**src/hdl/sgi_pkg.sv**
```systemverilog
// ---------------------------------------------------------------------------
// sgi_pkg
// Types, codes and saturating helpers of the gravity integrator.
// ---------------------------------------------------------------------------
`timescale 1ns / 1ps

package sgi_pkg;

    localparam int unsigned WORD_W = 64;
    localparam int unsigned CFG_W  = 63;

    localparam logic [WORD_W-1:0] SIGN64 = {1'b1, {(WORD_W-1){1'b0}}};
    localparam logic [WORD_W-1:0] MAX64  = {1'b0, {(WORD_W-1){1'b1}}};

    typedef enum logic [1:0] {
        OP_PULL    = 2'd0,
        OP_ADVANCE = 2'd1,
        OP_LOAD    = 2'd2,
        OP_DEACT   = 2'd3
    } t_op;

    typedef enum logic [1:0] {
        CFG_GRAVITY   = 2'd0,
        CFG_SOFTENING = 2'd1,
        CFG_TIME_STEP = 2'd2,
        CFG_UNUSED    = 2'd3
    } t_cfg_index;

    typedef enum logic [3:0] {
        ST_IDLE,
        ST_SQ,
        ST_S,
        ST_SQRT,
        ST_DEN,
        ST_GM,
        ST_NUM,
        ST_DIV,
        ST_ADT,
        ST_T,
        ST_VDT,
        ST_OUT
    } t_state;

    // Start strobes toward the shared serial units.
    typedef struct packed {
        logic mul;
        logic sqrt;
        logic div;
    } t_unit_start;

    function automatic logic [WORD_W-1:0] mag64(input logic [WORD_W-1:0] x);
        mag64 = x[WORD_W-1] ? (~x + 1'b1) : x;
    endfunction

    function automatic logic [WORD_W-1:0] from_mag64(input logic neg,
                                                    input logic [WORD_W-1:0] m);
        if (neg) begin
            from_mag64 = m[WORD_W-1] ? SIGN64 : (~m + 1'b1);
        end else begin
            from_mag64 = m[WORD_W-1] ? MAX64 : m;
        end
    endfunction

    function automatic logic [WORD_W-1:0] sat_add64(input logic [WORD_W-1:0] a,
                                                   input logic [WORD_W-1:0] b);
        logic [WORD_W-1:0] r;
        r = a + b;
        if ((a[WORD_W-1] == b[WORD_W-1]) && (r[WORD_W-1] != a[WORD_W-1])) begin
            sat_add64 = a[WORD_W-1] ? SIGN64 : MAX64;
        end else begin
            sat_add64 = r;
        end
    endfunction

endpackage

```
**src/hdl/sgi_sqrt.sv**
```systemverilog
// ---------------------------------------------------------------------------
// sgi_sqrt
// Digit-by-digit integer square root, one root bit per cycle.
// ---------------------------------------------------------------------------
`timescale 1ns / 1ps

module sgi_sqrt import sgi_pkg::*; #(
    parameter int unsigned W = 64
) (
    input  logic          i_clk,
    input  logic          i_rst_n,
    input  logic          i_start,
    input  logic [2*W-1:0] i_x,
    output logic          o_done,
    output logic [W-1:0]  o_root
);
    localparam int unsigned CW = $clog2(W);

    logic [2*W-1:0] r_x;
    logic [W+1:0]   r_rem;
    logic [W-1:0]   r_root;
    logic [CW-1:0]  r_cnt;
    logic           r_busy;
    logic           r_done;
    logic [W+1:0]   w_rem2;
    logic [W+1:0]   w_trial;
    logic           w_ge;

    assign w_rem2  = {r_rem[W-1:0], r_x[2*W-1:2*W-2]};
    assign w_trial = {r_root, 2'b01};
    assign w_ge    = (w_rem2 >= w_trial);

    always_ff @(posedge i_clk) begin
        if (!i_rst_n) begin
            r_busy <= 1'b0;
            r_done <= 1'b0;
            r_cnt  <= '0;
        end else begin
            r_done <= 1'b0;
            if (i_start) begin
                r_busy <= 1'b1;
                r_cnt  <= '0;
            end else if (r_busy) begin
                r_cnt <= r_cnt + 1'b1;
                if (r_cnt == CW'(W-1)) begin
                    r_busy <= 1'b0;
                    r_done <= 1'b1;
                end
            end
        end
    end

    always_ff @(posedge i_clk) begin
        if (i_start) begin
            r_x    <= i_x;
            r_rem  <= '0;
            r_root <= '0;
        end else if (r_busy) begin
            r_x    <= r_x << 2;
            r_rem  <= w_ge ? (w_rem2 - w_trial) : w_rem2;
            r_root <= {r_root[W-2:0], w_ge};
        end
    end

    assign o_done = r_done;
    assign o_root = r_root;
endmodule

```
**config.mk**
```make
export PLATFORM = sky130hd
export DESIGN_NAME = sgi_sqrt
export DESIGN_NICKNAME = d
export VERILOG_FILES = /design/src/hdl/sgi_pkg.sv /design/src/hdl/sgi_sqrt.sv
export SDC_FILE = /design/constraint.sdc
export NUM_CORES = 1
export LEC_CHECK = 0
export BUFFER_PORTS_ARGS = -buffer_cell sky130_fd_sc_hd__buf_2
export CAP_MARGIN = 20
export CORE_UTILIZATION = 49
export CTS_BUF_LIST = sky130_fd_sc_hd__clkbuf_4 sky130_fd_sc_hd__clkbuf_8 sky130_fd_sc_hd__clkbuf_16
export CTS_CLUSTER_DIAMETER = 120
export DETAILED_ROUTE_END_ITERATION = 8
export PLACE_DENSITY = 0.75
export SLEW_MARGIN = 20
export SYNTH_ARGS = -nofsm -noshare
export SYNTH_HDL_FRONTEND = slang
export SYNTH_SLANG_ARGS = --single-unit
```
**constraint.sdc**
```tcl
create_clock -name i_clk -period 11.6 [get_ports i_clk]
set_clock_uncertainty 0.1 [all_clocks]
set_input_delay 2.32 -clock i_clk [delete_from_list [all_inputs] [get_ports i_clk]]
set_output_delay 2.32 -clock i_clk [all_outputs]
set_load 0.02 [all_outputs]
```
[After elaboration in Yosys (flattened, before gate mapping)]
Cells that the tools add are included.
Cells by class
  add/sub/neg operators: 2
  $mul: 0
  divide/modulo/power cells: 0
  $lt $le $gt $ge: 1
  equal/unequal tests: 1
  shifts and indexed selects: 0
  muxes and demuxes: 7
  bitwise operators: 2
  reductions and logical operators: 3
Operators by type and width (number)
  128-bit 2-to-1 mux: 2
  66-bit >= comparator: 1
  64-bit 2-to-1 mux: 1
  64-bit subtractor: 1
  6-bit by 1-bit adder with 6-bit output, second input constant: 1
  6-bit equality test, second input constant: 1
  1-bit 2-to-1 mux: 4
  3-bit OR reduction: 1
  1-bit inverter: 2
  2-bit nonzero test: 1
  2-bit OR reduction: 1
Storage, ports and cells
  flip-flop bits (word level): 264
  bits in latches: 0
  RAM bits: 0
  memory bits (read-only): 0
  bits of input ports: 131
  output and inout port bits: 65
  word-level logic and storage cells: 22
  memories kept: 0

[Longest topological paths before layout]
  depth in word-level cells: 4
  gate-level depth with buffers: 15
  gate-level depth less buffers: 12

[Worst setup path before layout]
OpenSTA, ideal clock, no wires.
  kind: input port to flip-flop
  start point: in i_start
  end point: reg r_x[0], enable pin
  setup time: 492 ps
  data arrival time: 5364 ps
  data required time: 11008 ps
  slack: 5644 ps
  cell stages on the path: 3
  buffers on the path: 1
  cell sequence: clkbuf_1 inv_1 nand2_1
On the way
  longest elaborated chain between the ends: 1
Ends and longest elaborated chain
  start: declaration: line sgi_sqrt.sv:12  | input logic i_start,
  2-bit nonzero test (no source line)
  end signal: assignment: line sgi_sqrt.sv:55  | r_x <= i_x;
  end signal: assignment: line sgi_sqrt.sv:59  | r_x <= r_x << 2;
  end: declaration: line sgi_sqrt.sv:19  | logic [2*W-1:0] r_x;
No other way between the ends.
A chain may end at the register's enable or synchronous reset.

[Final worst setup path]
  start point: in i_start
  end point: reg r_x[6], enable pin
Same word-level chain as after synthesis.

==> flow_summary.toml <==
[status]
status = "finished clean"

[pwr]
p_clk_share_pct = 23.8
leakage_uw = 0.00700
powerDensity_nw_per_um2 = 240
power_uw = 4060
p_sw_share_pct = 39.6
ir_worst_vdd_uv = 257
p_switching_uw = 1610
combinationalPowerShare_pct = 47.1
internal-power_uw = 2450
seq_power_share_pct = 29.0

[yosys]
synth_common_cells = "166 x nand2_1, 161 x nor2_1, 136 x dfxtp_1, 128 x edfxtp_1, 127 x mux2_2"
netlist_instances = 1502
synthesis.area_um2 = 14700
synth_area_leader_cell = "edfxtp_1"
synth.most_common_cell = "nand2_1"
synthFlopType = "dfxtp_1"
syn_avg_cell_area_um2 = 9.81
synth_cell_type_count = 69
synth_nets = 1700
ys_async_sr_fraction_pct = 0
ys_seq_area_share_pct = 44.6
synth_edf_count = 128
synth.area.top_cells = "edfxtp_1 26%, dfxtp_1 18%, mux2_2 9.7%"
synth-seq-cells = 264
synth_top_area_share_pct = 26.1
synth_warnings = 0

[final_layout]
multiInputGateArea_um2 = 7510
drive_above_1_share_pct = 23.7
register_area_um2 = 6570
nNetsFinal = 1846
design_area_um2 = 16900
nFillCells = 2651
area_growth_pct = 14.9

[worst_setup_path]
cp-start-kind = "input port"
critPathMaxFanout = 125
worst-path-buf-inv = 3
cpPeakStageDelay_ns = 0.74
worstPathCellList = "buf_8 -> inv_1 -> nand2_4 -> buf_4"
path_delay_family = "buffers and inverters"
crit_slowest_cell = "buf_4"
path_class = "in2reg"
end_kind = "flop"
crit_arrival_ns = 4.80
cp_data_required_time_ns = 11.69

[global_route]
track_usage_pct = 21.8
antenna_found_initial = 6
grt_pass1_wl_mm = 55.2
grt_remaining_overflow = 0
grt_max_degree = 126
grt_pass1_vias = 11200

[timing]
finalCritPeriodShare_pct = 40.6
worstMarginPinSlew_ns = 0.924
fmax_mhz = 212
whs_ns = 0.387
hold_viol = 0
tns_ns = 0
slew_violations = 0
rsz0062_at_grt = "false"
min_period_ns = 4.71
report.final.setup_viol = 0
maxSlewHeadroom_pct = 38.4

[floorplanning]
die_h_um = 175
design.die.area_um2 = 30800
core_um2 = 29600
start_util_pct = 49.7
ios = 196
dieWidth_um = 175
placementRows = 63

[cts]
clock_sinks = 264
cts_tree = "built"
root_buffer = "clkbuf_16"
clockBufferDepth = 3
ctsHtreeMaxLevel = 1
clk_latency_ns = 0.57
clk_pin_slew_ns = 0.06
post_cts_resized = 0
cts_hold_buf = 0
post-cts-setup-buffers = 0
cts_made_buffers = 29

[routing]
drc = 0
drt-met1-wl_mm = 15.2
postRouteAntennaNets = 0
via_per_inst = 5.53
dr.pass1.iters = 4
routed-wl-met3_mm = 2.60
wl_per_cell_um = 16.4
vias = 11400
wl_met2_mm = 15.2
drt_iter0_drc = 533
drt-total-wl_mm = 33.8
topRoutingLayerUsed = "met5"

[placed_design]
port_buffers = 195
gp_congestion = 0.908
hpwlAfterDp_mm = 24.0
placed_cell_area_um2 = 15900

[flow_run]
maxCapViolCount = 0

[worst_hold_path]
hold_path.class = "reg2reg"
[cell families (layout without fill, tap and decap cells)]
group           Yosys count  after routing  synth area share [%]
simple gates            427            427                  12.5
compound gates          309            309                  14.5
flops                   264            264                  44.6
mux                     200            200                  14.7
buf+inv                 176            344                  4.59
fa+ha+maj                67             67                  5.69
xor+xnor                 59             59                  3.51
other cells               0              1                     0
[per-layer routing]
layer | GRT usage, % | vias up
met5 | 0 | -
met4 | 6.49 | 8
met3 | 6.84 | 69
met2 | 35.2 | 276
met1 | 27.8 | 5355
li1 | - | 5693
[metrics by stage]
stage          setup slack (ns)  cells  util (%)
3_5_place_dp               6.26   2007      53.7
2_1_floorplan              5.64   1502         -
6_report                   6.89   2061      57.1
4_1_cts                    6.89   2060      57.1
5_1_grt                    6.66   2060      57.1
3_3_place_gp               6.34   2007      53.7
[final timing paths]
| path | from | to | slack [ns] | cells after the start |
|---|---|---|---|---|
| setup / recovery | i_start | r_x[6] | 6.89 | 4 |
| hold / removal | r_rem[1] | r_rem[1] | 0.39 | 2 |
| setup reg to reg | o_root[7] | r_rem[50] | 7.31 | 12 |
| hold reg to reg | r_rem[1] | r_rem[1] | 0.39 | 2 |
[power by group through the flow]
stage / Combinational (uW) / Sequential (uW) / Clock (uW)
2_1_floorplan: 1540 / 1170 / 0
3_3_place_gp: 1880 / 1190 / 0
3_5_place_dp: 1900 / 1200 / 0
4_1_cts: 1910 / 1180 / 987
5_1_grt: 2140 / 1190 / 1020
6_report: 1910 / 1180 / 968
[flip-flops by register name (all words and copies together), names as in the netlist]
name	flops
o_done	1
o_root	64
r_busy	1
r_cnt	6
r_rem	64
r_x	128
[worst register-to-register path: stages, from the launching register on]
cell and delay, ns:
dfxtp_1 0.38, inv_1 0.08, ha_1 0.38, and4_1 0.23, and3_1 0.19, a21boi_1 0.15
o31ai_1 0.38, a211oi_1 0.17, o21ai_1 0.28, nand2_4 0.50, inv_2 0.85, nand2_1 0.18
a311oi_1 0.32
[layout make-up]
cell class                 count  share of cell area (%)
multi-input combinational   1062                    44.3
sequential                   264                    38.8
timing repair buffer         200                    6.04
clock buffer                  42                    4.94
tap                          390                    2.88
inverter                      91                    2.02
clock inverter                11                   0.997
antenna                        1                  0.0148
[layout by cell type, fill, tap and decap left out, types with 4 or more instances in the layout]
master / count
xor2_1: 22
nand2b_1: 7
a211oi_1: 11
a21o_1: 29
buf_2: 194
a21oi_1: 84
a311oi_1: 43
inv_1: 89
and3_1: 9
o31a_1: 4
clkinv_2: 5
and2_1: 7
clkbuf_4: 11
mux2_2: 127
nand4_1: 25
buf_4: 5
nor2_1: 161
o21ai_0: 37
xnor2_1: 37
nand2_1: 164
mux2i_1: 71
o21bai_1: 16
nor3_1: 11
o31ai_1: 7
o211ai_1: 12
edfxtp_1: 128
a21boi_0: 4
ha_1: 67
nand3_1: 14
o21a_1: 5
nor2b_1: 6
a221oi_1: 8
or3_1: 9
dfxtp_1: 135
a31oi_1: 10
bufinv_16: 4
o21ai_1: 9
clkbuf_16: 29
No activity file was read; power rests on OpenSTA's default activity.
