==> config.mk <==
export PLATFORM = sky130hd
export DESIGN_NAME = sgi_mul
export DESIGN_NICKNAME = d
export VERILOG_FILES = /design/src/hdl/sgi_pkg.sv /design/src/hdl/sgi_mul.sv
export SDC_FILE = /design/constraint.sdc
export NUM_CORES = 1
export LEC_CHECK = 0
export ABC_AREA = 0
export BUFFER_PORTS_ARGS = -buffer_cell sky130_fd_sc_hd__buf_2
export CAP_MARGIN = 20
export CORE_ASPECT_RATIO = 0.7
export CORE_UTILIZATION = 30
export DETAILED_ROUTE_END_ITERATION = 6
export SYNTH_ARGS = -nofsm -noshare
export SYNTH_HDL_FRONTEND = slang
export SYNTH_SLANG_ARGS = --single-unit
==> constraint.sdc <==
create_clock -name i_clk -period 6.05 [get_ports i_clk]
set_input_delay 0.3025 -clock i_clk [delete_from_list [all_inputs] [get_ports i_clk]]
set_output_delay 0.3025 -clock i_clk [all_outputs]
set_load 0.02 [all_outputs]
==> src/hdl/sgi_pkg.sv <==
// ---------------------------------------------------------------------------
// sgi_pkg
// Types, codes and saturating helpers of the gravity integrator.
// ---------------------------------------------------------------------------
`timescale 1ns / 1ps

package sgi_pkg;

    localparam int unsigned WORD_W = 64;
    localparam int unsigned CFG_W  = 63;

    localparam logic [WORD_W-1:0] SIGN64 = {1'b1, {(WORD_W-1){1'b0}}};
    localparam logic [WORD_W-1:0] MAX64  = {1'b0, {(WORD_W-1){1'b1}}};

    typedef enum logic [1:0] {
        OP_PULL    = 2'd0,
        OP_ADVANCE = 2'd1,
        OP_LOAD    = 2'd2,
        OP_DEACT   = 2'd3
    } t_op;

    typedef enum logic [1:0] {
        CFG_GRAVITY   = 2'd0,
        CFG_SOFTENING = 2'd1,
        CFG_TIME_STEP = 2'd2,
        CFG_UNUSED    = 2'd3
    } t_cfg_index;

    typedef enum logic [3:0] {
        ST_IDLE,
        ST_SQ,
        ST_S,
        ST_SQRT,
        ST_DEN,
        ST_GM,
        ST_NUM,
        ST_DIV,
        ST_ADT,
        ST_T,
        ST_VDT,
        ST_OUT
    } t_state;

    // Start strobes toward the shared serial units.
    typedef struct packed {
        logic mul;
        logic sqrt;
        logic div;
    } t_unit_start;

    function automatic logic [WORD_W-1:0] mag64(input logic [WORD_W-1:0] x);
        mag64 = x[WORD_W-1] ? (~x + 1'b1) : x;
    endfunction

    function automatic logic [WORD_W-1:0] from_mag64(input logic neg,
                                                    input logic [WORD_W-1:0] m);
        if (neg) begin
            from_mag64 = m[WORD_W-1] ? SIGN64 : (~m + 1'b1);
        end else begin
            from_mag64 = m[WORD_W-1] ? MAX64 : m;
        end
    endfunction

    function automatic logic [WORD_W-1:0] sat_add64(input logic [WORD_W-1:0] a,
                                                   input logic [WORD_W-1:0] b);
        logic [WORD_W-1:0] r;
        r = a + b;
        if ((a[WORD_W-1] == b[WORD_W-1]) && (r[WORD_W-1] != a[WORD_W-1])) begin
            sat_add64 = a[WORD_W-1] ? SIGN64 : MAX64;
        end else begin
            sat_add64 = r;
        end
    endfunction

endpackage

==> src/hdl/sgi_mul.sv <==
// ---------------------------------------------------------------------------
// sgi_mul
// Serial shift-add multiplier, one multiplier bit per cycle.
// ---------------------------------------------------------------------------
`timescale 1ns / 1ps

module sgi_mul import sgi_pkg::*; #(
    parameter int unsigned AW = 128,
    parameter int unsigned BW = 64
) (
    input  logic           i_clk,
    input  logic           i_rst_n,
    input  logic           i_start,
    input  logic [AW-1:0]  i_a,
    input  logic [BW-1:0]  i_b,
    output logic           o_done,
    output logic [AW+BW-1:0] o_p
);
    localparam int unsigned CW = $clog2(BW);

    logic [AW-1:0]    r_a;
    logic [BW-1:0]    r_b;
    logic [AW+BW-1:0] r_p;
    logic [CW-1:0]    r_cnt;
    logic             r_busy;
    logic             r_done;
    logic [AW:0]      w_sum;

    // Partial sum is added into the upper half, then the product shifts right.
    assign w_sum = {1'b0, r_p[AW+BW-1:BW]} + (r_b[0] ? {1'b0, r_a} : {(AW+1){1'b0}});

    always_ff @(posedge i_clk) begin
        if (!i_rst_n) begin
            r_busy <= 1'b0;
            r_done <= 1'b0;
            r_cnt  <= '0;
        end else begin
            r_done <= 1'b0;
            if (i_start) begin
                r_busy <= 1'b1;
                r_cnt  <= '0;
            end else if (r_busy) begin
                r_cnt <= r_cnt + 1'b1;
                if (r_cnt == CW'(BW-1)) begin
                    r_busy <= 1'b0;
                    r_done <= 1'b1;
                end
            end
        end
    end

    always_ff @(posedge i_clk) begin
        if (i_start) begin
            r_a <= i_a;
            r_b <= i_b;
            r_p <= '0;
        end else if (r_busy) begin
            r_b <= r_b >> 1;
            r_p <= {w_sum, r_p[BW-1:1]};
        end
    end

    assign o_done = r_done;
    assign o_p    = r_p;
endmodule

# Word-level counts from Yosys, hierarchy flattened
# Index checks and enable logic that the tools add are counted.
[classes] eq_ne=1 n_reduce_logical=3 n_bitwise=2 n_div=0 mux=7 n_shift=0 n_addsub=2 order_cmp=0 multipliers=0
[op_table] cell="128-bit by 128-bit adder with 129-bit output" count=1
[op_table] cell="128-bit two-way mux" count=1
[op_table] cell="64-bit two-way mux" count=2
[op_table] cell="6-bit by 1-bit adder with 6-bit output, second input constant" count=1
[op_table] cell="6-bit equality test, second input constant" count=1
[op_table] cell="1-bit two-way mux" count=4
[op_table] cell="3-bit OR reduction" count=1
[op_table] cell="1-bit NOT" count=2
[op_table] cell="2-bit nonzero test" count=1
[op_table] cell="2-bit OR reduction" count=1
[totals] out_inout_bits=193 wordCells=21 latchBits=0 mem_bits_ro=0 ram_bits=0 mem_count=0 reg_bits=392

# Longest topological paths before layout
# Gate-level depths: netlist (run 1).
[depth] depth_word=4 ltp_mapped=16 ltp_nobuf=14

# Worst setup path after synthesis (run 1)
# No wires, ideal clock.
[synth_timing] path_kind="flip-flop to flip-flop" start="register r_b[0]" end="register r_p[174] (netlist: o_p[174])" setup_ns=0.120 stages_incl_launch_ff=17 arrival_ns=3.461 required_time_ns=5.930 path_buffers=3 slack_ns=2.470 period_less_slack_ns=3.580 cell_sequence="edfxtp_1 > clkbuf_1 > clkbuf_1 > and2_1 > ha_1 > buf_2 > a21oi_1 > a21oi_1 > nor4_1 > a22oi_2 > a31o_2 > a41o_2 > a21oi_2 > o21ai_1 > a21boi_1 > nor4b_1 > a211o_1"
[synth_via] elab_chain_len=2
[synth_rtl] item="start: declaration" line="sgi_mul.sv:22" source="logic [BW-1:0] r_b;"
[synth_rtl] item="start signal: assignment" line="sgi_mul.sv:55" source="r_b <= i_b;"
[synth_rtl] item="start signal: assignment" line="sgi_mul.sv:58" source="r_b <= r_b >> 1;"
[synth_rtl] item="128-bit two-way mux" line="sgi_mul.sv:30" source="assign w_sum = {1'b0, r_p[AW+BW-1:BW]} + (r_b[0] ? {1'b0, r_a} : {(AW+1){1'b0}});"
[synth_rtl] item="128-bit by 128-bit adder with 129-bit output" line="sgi_mul.sv:30"
[synth_rtl] item="end signal: assignment" line="sgi_mul.sv:59" source="r_p <= {w_sum, r_p[BW-1:1]};"
[synth_rtl] item="end: declaration" line="sgi_mul.sv:23" source="logic [AW+BW-1:0] r_p;"
# No other way between the ends.
# A chain may end at the register's enable or synchronous reset.

# Final worst setup path (run 1)
# Same ends and word-level chain as after synthesis.

==> run_summary.xml, run 1 <==
<?xml version="1.0" encoding="UTF-8"?>
<metrics>
  <group name="die">
    <metric name="io_pins" unit="">388</metric>
    <metric name="die-height" unit="µm">233.3</metric>
    <metric name="placementRows" unit="">84</metric>
    <metric name="die-area" unit="µm²">77570</metric>
    <metric name="dieWidth" unit="µm">332.5</metric>
    <metric name="start_util" unit="">0.3043</metric>
    <metric name="core" unit="µm²">75360</metric>
  </group>
  <group name="power_and_ir_drop">
    <metric name="total_power" unit="mW">7.452</metric>
    <metric name="leakagePower" unit="nW">12.24</metric>
    <metric name="irDropWorstVdd" unit="µV">181.2</metric>
    <metric name="pwr_density_cell" unit="nW/µm²">256.3</metric>
  </group>
  <group name="synthesis">
    <metric name="most_area_hungry_cell_type_in_the_yosys_netlist" unit="">sky130_fd_sc_hd__edfxtp_1</metric>
    <metric name="synthesis.area" unit="µm²">22930</metric>
    <metric name="synth_area_per_cell" unit="µm²">9.352</metric>
    <metric name="post_synth_num_cell_types" unit="">73</metric>
    <metric name="synth_warnings" unit="">0</metric>
    <metric name="synth_enable_flop_cells" unit="">192</metric>
    <metric name="ys_top_cells_by_area" unit="">sky130_fd_sc_hd__edfxtp_1 (25%), sky130_fd_sc_hd__dfxtp_1 (17%), sky130_fd_sc_hd__ha_1 (7.0%), sky130_fd_sc_hd__mux2i_1 (5.7%), sky130_fd_sc_hd__a21oi_1 (4.9%)</metric>
    <metric name="synth_seq_area_share" unit="">0.4260</metric>
    <metric name="yosys_most_used_dff" unit="">sky130_fd_sc_hd__dfxtp_1</metric>
    <metric name="postSynth.asyncResetShare" unit="">0</metric>
    <metric name="synth_largest_type_area_fraction" unit="">0.2514</metric>
    <metric name="synthesis.instances" unit="">2452</metric>
    <metric name="ys_ff_latch" unit="">392</metric>
    <metric name="syn_nets" unit="">2777</metric>
  </group>
  <group name="final_layout">
    <metric name="num-nets-final" unit="">3279</metric>
    <metric name="area_growth_syn_to_layout" unit="%">26.81</metric>
    <metric name="most_common_library_cell_in_the_layout_ignoring_fill_and_taps" unit="">sky130_fd_sc_hd__buf_2</metric>
    <metric name="layout_common_cells" unit="">sky130_fd_sc_hd__buf_2 (386), sky130_fd_sc_hd__nor2_1 (261), sky130_fd_sc_hd__a21oi_1 (224)</metric>
    <metric name="final_design_area_no_fill" unit="µm²">29080</metric>
    <metric name="layout-drive-gt1-share" unit="">0.1874</metric>
  </group>
  <group name="global_routing">
    <metric name="grt_util_all_layers" unit="">0.1986</metric>
    <metric name="groute.layer.met1.usage" unit="">0.2994</metric>
    <metric name="groute.layer.met3.usage" unit="">0.04973</metric>
    <metric name="grt_first_pass_wirelength" unit="µm">119300</metric>
    <metric name="grt_pass1_vias" unit="">19530</metric>
    <metric name="gr-max-usage-layer" unit="">met1</metric>
    <metric name="grt_antenna_before_repair" unit="">5</metric>
    <metric name="met2_track_utilization_from_global_routing" unit="">0.2814</metric>
    <metric name="grt_start_max_net_pins" unit="">129</metric>
    <metric name="global_route.overflow_total" unit="">0</metric>
  </group>
  <group name="job">
    <metric name="cap_viol_max_count" unit="">0</metric>
  </group>
  <group name="min_path">
    <metric name="worst_hold_path_type" unit="">in -&gt; reg</metric>
  </group>
  <group name="setup_path">
    <metric name="timing.critical_path.to_type" unit="">flip-flop</metric>
    <metric name="crit_chain" unit="">buf_12 &gt; and2_1 &gt; ha_1 &gt; a211oi_1 &gt; o311ai_2 &gt; a22oi_2 &gt; a22oi_2 &gt; a31o_2 &gt; a41o_2 &gt; a21oi_2 &gt; o21ai_1 &gt; a21boi_1 &gt; nor4b_1 &gt; a211o_1</metric>
    <metric name="cpMaxStageDelayCell" unit="">sky130_fd_sc_hd__a21boi_1</metric>
    <metric name="worstPathArrival" unit="ns">5.02</metric>
    <metric name="critical_path.max_stage_delay" unit="ns">0.49</metric>
    <metric name="crit_top_cell" unit="">sky130_fd_sc_hd__a22oi_2</metric>
    <metric name="worstSetupPathType" unit="">reg -&gt; reg</metric>
    <metric name="worst_path_required_time" unit="ns">6.53</metric>
    <metric name="critPathMaxFanout" unit="">128</metric>
    <metric name="crit_path_start_kind" unit="">flip-flop</metric>
  </group>
  <group name="placement">
    <metric name="placedInstanceArea" unit="µm²">25770</metric>
    <metric name="io_buffers" unit="">387</metric>
    <metric name="globalplace.congestion" unit="">0.9400</metric>
    <metric name="hpwl" unit="µm">58870</metric>
    <metric name="dp_slack" unit="ns">1.592</metric>
  </group>
  <group name="sta">
    <metric name="setup_ws" unit="ns">1.506</metric>
    <metric name="timing_worst_slew_pin_value" unit="ns">1.028</metric>
    <metric name="max_freq" unit="MHz">220.1</metric>
    <metric name="grt_setup_unrepaired" unit="">no</metric>
    <metric name="slew_headroom" unit="">0.3145</metric>
    <metric name="timing.final.crit_period" unit="ns">4.544</metric>
    <metric name="final.period_utilization" unit="">0.7511</metric>
    <metric name="timing.setup.tns" unit="ns">0</metric>
    <metric name="hold_viol_final" unit="">0</metric>
    <metric name="timing.final.setup_violations" unit="">0</metric>
    <metric name="skew" unit="ns">0.02316</metric>
    <metric name="holdWs" unit="ns">0.04583</metric>
    <metric name="timing_max_transition_violations_final" unit="">0</metric>
  </group>
  <group name="clocking">
    <metric name="clock_path_buffers" unit="">3</metric>
    <metric name="cts_max_level" unit="">2</metric>
    <metric name="number_of_buffers_created_by_cts" unit="">43</metric>
    <metric name="clock_insertion_delay_worst_skew" unit="ns">0.60</metric>
    <metric name="cts_sinks" unit="">392</metric>
    <metric name="cts_tree" unit="">done</metric>
    <metric name="post-cts-setup-buffers" unit="">0</metric>
    <metric name="clock_pin_slew_worst_setup_and_hold_paths" unit="ns">0.06</metric>
    <metric name="clk_root_buffer_cell" unit="">sky130_fd_sc_hd__clkbuf_16</metric>
    <metric name="post_cts.resized_instances" unit="">0</metric>
  </group>
  <group name="detailed_routing">
    <metric name="dr_total_vias" unit="">20390</metric>
    <metric name="drt_pre_antenna_iters" unit="">6</metric>
    <metric name="drt-vias-per-instance" unit="">5.124</metric>
    <metric name="ant_nets" unit="">0</metric>
    <metric name="drt_iter0_drc" unit="">1693</metric>
    <metric name="remaining_drc_errors" unit="">0</metric>
    <metric name="totalWireLength" unit="µm">79410</metric>
    <metric name="wire_per_inst" unit="µm">19.96</metric>
  </group>
  <group name="outcome">
    <metric name="outcome" unit="">finished, final reports clean</metric>
  </group>
</metrics>
## area by class of cell
cell class,count,area [µm²]
multi-input combinational,1882,12480
fill,7567,46280
antenna,1,2.502
timing repair buffer,585,3949
clock buffer,57,1222
sequential,392,9773
tap,989,1237
inverter,50,187.7
clock inverter,23,224.0
## final timing paths
kind	cells past startpoint	from	end	slack [ns]
hold / removal	2	i_b[27]	r_b[27]$_DFFE_PP_	0.05
hold reg to reg	2	o_p[173]$_SDFFE_PP0P_	o_p[173]$_SDFFE_PP0P_	0.47
setup / recovery	14	r_b[0]$_DFFE_PP_	o_p[174]$_SDFFE_PP0P_	1.51
setup reg to reg	14	r_b[0]$_DFFE_PP_	o_p[174]$_SDFFE_PP0P_	1.51
## synth_stat cells, drive strengths merged (64+ instances only)
library cell,count
a21o,66
and2,133
mux2i,130
ha,129
xnor2,64
dfxtp,200
a21oi,226
clkbuf,101
o21ai,161
nand2,215
nor2,262
edfxtp,192
## critical path: cells and delay by family (launching register included)
kind                       cells  cell delay (ns)
DFF                            1             0.37
AOI/OAI and AO/OA             10             3.02
and+or+nand+nor                2             0.35
buffers and inverters          1             0.41
adders and majority gates      1             0.26
## state kept, by name, summed over array words and instances (netlist names)
register	count
r_b	64
r_cnt	6
r_busy	1
o_done	1
r_a	128
o_p	192
## where the power goes
part           leakage, nW  total (mW)  internal [mW]  switching [mW]
clock                0.707        2.74           1.54            1.20
combinational         8.02        1.59          0.627           0.960
sequential            3.52        3.13           3.00           0.131
total                 12.2        7.45           5.16            2.30
## kinds of logic (layout without fill, tap and decap cells)
kind of cell,after synthesis,count (layout),share of synthesized area
compound gates,624,624,0.1702
xor+xnor,117,117,0.04469
fa+ha+maj,130,130,0.07126
buf+inv,178,715,0.03001
flops,392,392,0.4260
mux,193,193,0.08768
other cells,0,1,0
simple gates,818,818,0.1702
## stage by stage
| stage | std cells | util |
|---|---|---|
| 2_1_floorplan | 2452 | - |
| 3_3_place_gp | 3712 | 0.3420 |
| 3_5_place_dp | 3712 | 0.3420 |
| 4_1_cts | 3978 | 0.3859 |
| 5_1_grt | 3978 | 0.3859 |
| 6_report | 3979 | 0.3859 |
## per-layer routing
| metal | vias up | routed length (µm) |
|---|---|---|
| met5 | - | 13 |
| met4 | 2 | 1092 |
| met3 | 73 | 7034 |
| met2 | 795 | 32100 |
| met1 | 9651 | 39170 |
| li1 | 9867 | - |
## what timing repair did
action	CTS	global route
setup endpoints to repair	0	0
hold buffers	186	0
endpoints found under the hold margin	186	0
Note: power is estimated with default switching activity, not from simulation.
==> run 2: changes to the inputs <==
==> constraint.sdc (replaced) <==
create_clock -name i_clk -period 4.76 [get_ports i_clk]
set_input_delay 0.238 -clock i_clk [delete_from_list [all_inputs] [get_ports i_clk]]
set_output_delay 0.238 -clock i_clk [all_outputs]
set_load 0.02 [all_outputs]
==> run_summary.xml, run 2 (synthesized netlist as in run 1, its figures left out) <==
<?xml version="1.0" encoding="UTF-8"?>
<metrics>
  <group name="outcome">
    <metric name="outcome" unit="">finished, final reports clean</metric>
  </group>
  <group name="placement">
    <metric name="io_buffers" unit="">387</metric>
    <metric name="globalplace.congestion" unit="">0.9464</metric>
    <metric name="placedCellCount" unit="">3737</metric>
    <metric name="placedInstanceArea" unit="µm²">25930</metric>
    <metric name="dp_slack" unit="ns">0.01129</metric>
    <metric name="hpwl" unit="µm">60110</metric>
  </group>
  <group name="detailed_routing">
    <metric name="drt_pre_antenna_iters" unit="">6</metric>
    <metric name="totalWireLength" unit="µm">80430</metric>
    <metric name="drt-vias-per-instance" unit="">5.140</metric>
    <metric name="drt_iter0_drc" unit="">1735</metric>
    <metric name="dr_total_vias" unit="">20630</metric>
    <metric name="top_signal_layer_used" unit="">met5</metric>
    <metric name="wl_met2" unit="µm">32210</metric>
    <metric name="wl_met3" unit="µm">7513</metric>
    <metric name="wl_met1" unit="µm">39420</metric>
    <metric name="remaining_drc_errors" unit="">0</metric>
    <metric name="ant_nets" unit="">0</metric>
    <metric name="wire_per_inst" unit="µm">20.04</metric>
  </group>
  <group name="final_layout">
    <metric name="layout_common_cells" unit="">sky130_fd_sc_hd__buf_2 (386), sky130_fd_sc_hd__nor2_1 (261), sky130_fd_sc_hd__a21oi_1 (224)</metric>
    <metric name="num-nets-final" unit="">3313</metric>
    <metric name="final_design_area_no_fill" unit="µm²">29420</metric>
    <metric name="area_growth_syn_to_layout" unit="%">28.27</metric>
    <metric name="finalNonFillerCells" unit="">4014</metric>
    <metric name="final_core_util" unit="">0.3904</metric>
    <metric name="most_common_library_cell_in_the_layout_ignoring_fill_and_taps" unit="">sky130_fd_sc_hd__buf_2</metric>
    <metric name="layout-drive-gt1-share" unit="">0.1944</metric>
    <metric name="fill_cells" unit="">7540</metric>
    <metric name="largest_register_ff_count" unit="">192</metric>
  </group>
  <group name="die">
    <metric name="start_util" unit="">0.3043</metric>
    <metric name="dieWidth" unit="µm">332.5</metric>
    <metric name="io_pins" unit="">388</metric>
    <metric name="die-height" unit="µm">233.3</metric>
    <metric name="die-area" unit="µm²">77570</metric>
    <metric name="core" unit="µm²">75360</metric>
    <metric name="placementRows" unit="">84</metric>
  </group>
  <group name="setup_path">
    <metric name="worstPathArrival" unit="ns">4.96</metric>
    <metric name="rr_startpoint" unit="">r_b[0]$_DFFE_PP_</metric>
    <metric name="crit_chain" unit="">buf_4 &gt; buf_12 &gt; and2_1 &gt; ha_1 &gt; nand2_1 &gt; nor3_1 &gt; nand3_1 &gt; a211oi_1 &gt; o21bai_1 &gt; o221ai_1 &gt; a211oi_2 &gt; a211oi_1 &gt; nor2_1 &gt; o31a_1 &gt; a2111oi_2</metric>
    <metric name="critPathMaxFanout" unit="">58</metric>
    <metric name="crit_top_cell" unit="">sky130_fd_sc_hd__a211oi_1</metric>
    <metric name="critical-path-top-delay-family" unit="">compound AO/OA/AOI/OAI gates</metric>
    <metric name="worst_path_required_time" unit="ns">5.26</metric>
    <metric name="cpMaxStageDelayCell" unit="">sky130_fd_sc_hd__a211oi_1</metric>
    <metric name="worstSetupStartpoint" unit="">r_b[0]$_DFFE_PP_</metric>
    <metric name="critical_path.max_stage_delay" unit="ns">0.83</metric>
    <metric name="crit_path_start_kind" unit="">flip-flop</metric>
    <metric name="timing.critical_path.to_type" unit="">flip-flop</metric>
    <metric name="buf_inv_stages_crit_path" unit="">2</metric>
    <metric name="worstSetupPathType" unit="">reg -&gt; reg</metric>
  </group>
  <group name="clocking">
    <metric name="cts_sinks" unit="">392</metric>
    <metric name="clk_root_buffer_cell" unit="">sky130_fd_sc_hd__clkbuf_16</metric>
    <metric name="number_of_buffers_created_by_cts" unit="">44</metric>
    <metric name="cts_tree" unit="">done</metric>
    <metric name="clock_path_buffers" unit="">3</metric>
    <metric name="cts_max_level" unit="">2</metric>
    <metric name="clock_insertion_delay_worst_skew" unit="ns">0.61</metric>
    <metric name="clock_pin_slew_worst_setup_and_hold_paths" unit="ns">0.07</metric>
  </group>
  <group name="global_routing">
    <metric name="grt_start_max_net_pins" unit="">68</metric>
    <metric name="global_route.overflow_total" unit="">0</metric>
    <metric name="grt_antenna_before_repair" unit="">2</metric>
    <metric name="grt_util_all_layers" unit="">0.2008</metric>
    <metric name="grt_pass1_vias" unit="">19450</metric>
    <metric name="grt_first_pass_wirelength" unit="µm">120200</metric>
  </group>
  <group name="sta">
    <metric name="timing.setup.tns" unit="ns">0</metric>
    <metric name="timing_max_transition_violations_final" unit="">0</metric>
    <metric name="holdWs" unit="ns">0.03041</metric>
    <metric name="skew" unit="ns">0.02467</metric>
    <metric name="timing_worst_slew_pin_value" unit="ns">1.081</metric>
    <metric name="hold_viol_final" unit="">0</metric>
    <metric name="setup_ws" unit="ns">0.2944</metric>
    <metric name="final.period_utilization" unit="">0.9382</metric>
    <metric name="slew_headroom" unit="">0.2791</metric>
    <metric name="timing.final.crit_period" unit="ns">4.466</metric>
    <metric name="timing.final.setup_violations" unit="">0</metric>
    <metric name="grt_setup_unrepaired" unit="">no</metric>
    <metric name="max_freq" unit="MHz">223.9</metric>
  </group>
  <group name="power_and_ir_drop">
    <metric name="irDropWorstVdd" unit="µV">227.2</metric>
    <metric name="total_power" unit="mW">9.667</metric>
    <metric name="pwr_density_cell" unit="nW/µm²">328.6</metric>
    <metric name="leakagePower" unit="nW">12.41</metric>
  </group>
  <group name="min_path">
    <metric name="holdCritStartpoint" unit="">i_start</metric>
    <metric name="worst_hold_path_type" unit="">in -&gt; reg</metric>
  </group>
  <group name="job">
    <metric name="cap_viol_max_count" unit="">0</metric>
  </group>
</metrics>
-- run 2: repair_timing --
item	CTS	global route
resized for setup	1	2
hold buffers	192	0
setup endpoints to repair	2	13
setup buffers	0	2
endpoints found under the hold margin	192	0
-- run 2: per-layer routing --
layer,track usage,up-vias
met3,0.05354,71
met1,0.3010,9812
met2,0.2836,802
li1,-,9943
met5,0,-
met4,0.04036,2
-- run 2: area by class of cell --
type / instances / area, µm² / area share
diodes: 1 / 2.502 / 0.00008507
inverters: 50 / 187.7 / 0.006380
multi-input cells: 1882 / 12500 / 0.4249
clock inverters: 31 / 391.6 / 0.01331
well taps: 989 / 1237 / 0.04207
clock buffers: 51 / 1137 / 0.03866
flip-flops and latches: 392 / 9773 / 0.3322
repair buffers: 618 / 4187 / 0.1423
-- run 2: path summary, 6_finish.rpt --
| kind | endpoint | slack [ns] | depth (start not counted) |
|---|---|---|---|
| setup / recovery | o_p[191]$_SDFFE_PP0P_ | 0.29 | 15 |
| hold / removal | o_p[106]$_SDFFE_PP0P_ | 0.03 | 2 |
| setup reg to reg | o_p[191]$_SDFFE_PP0P_ | 0.29 | 15 |
| hold reg to reg | o_p[157]$_SDFFE_PP0P_ | 0.46 | 2 |
-- run 2: where the power goes --
group          leakage (nW)  internal [mW]  switching, mW
combinational          8.17          0.817           1.22
clock                 0.722           2.07           1.57
sequential             3.52           3.81          0.177
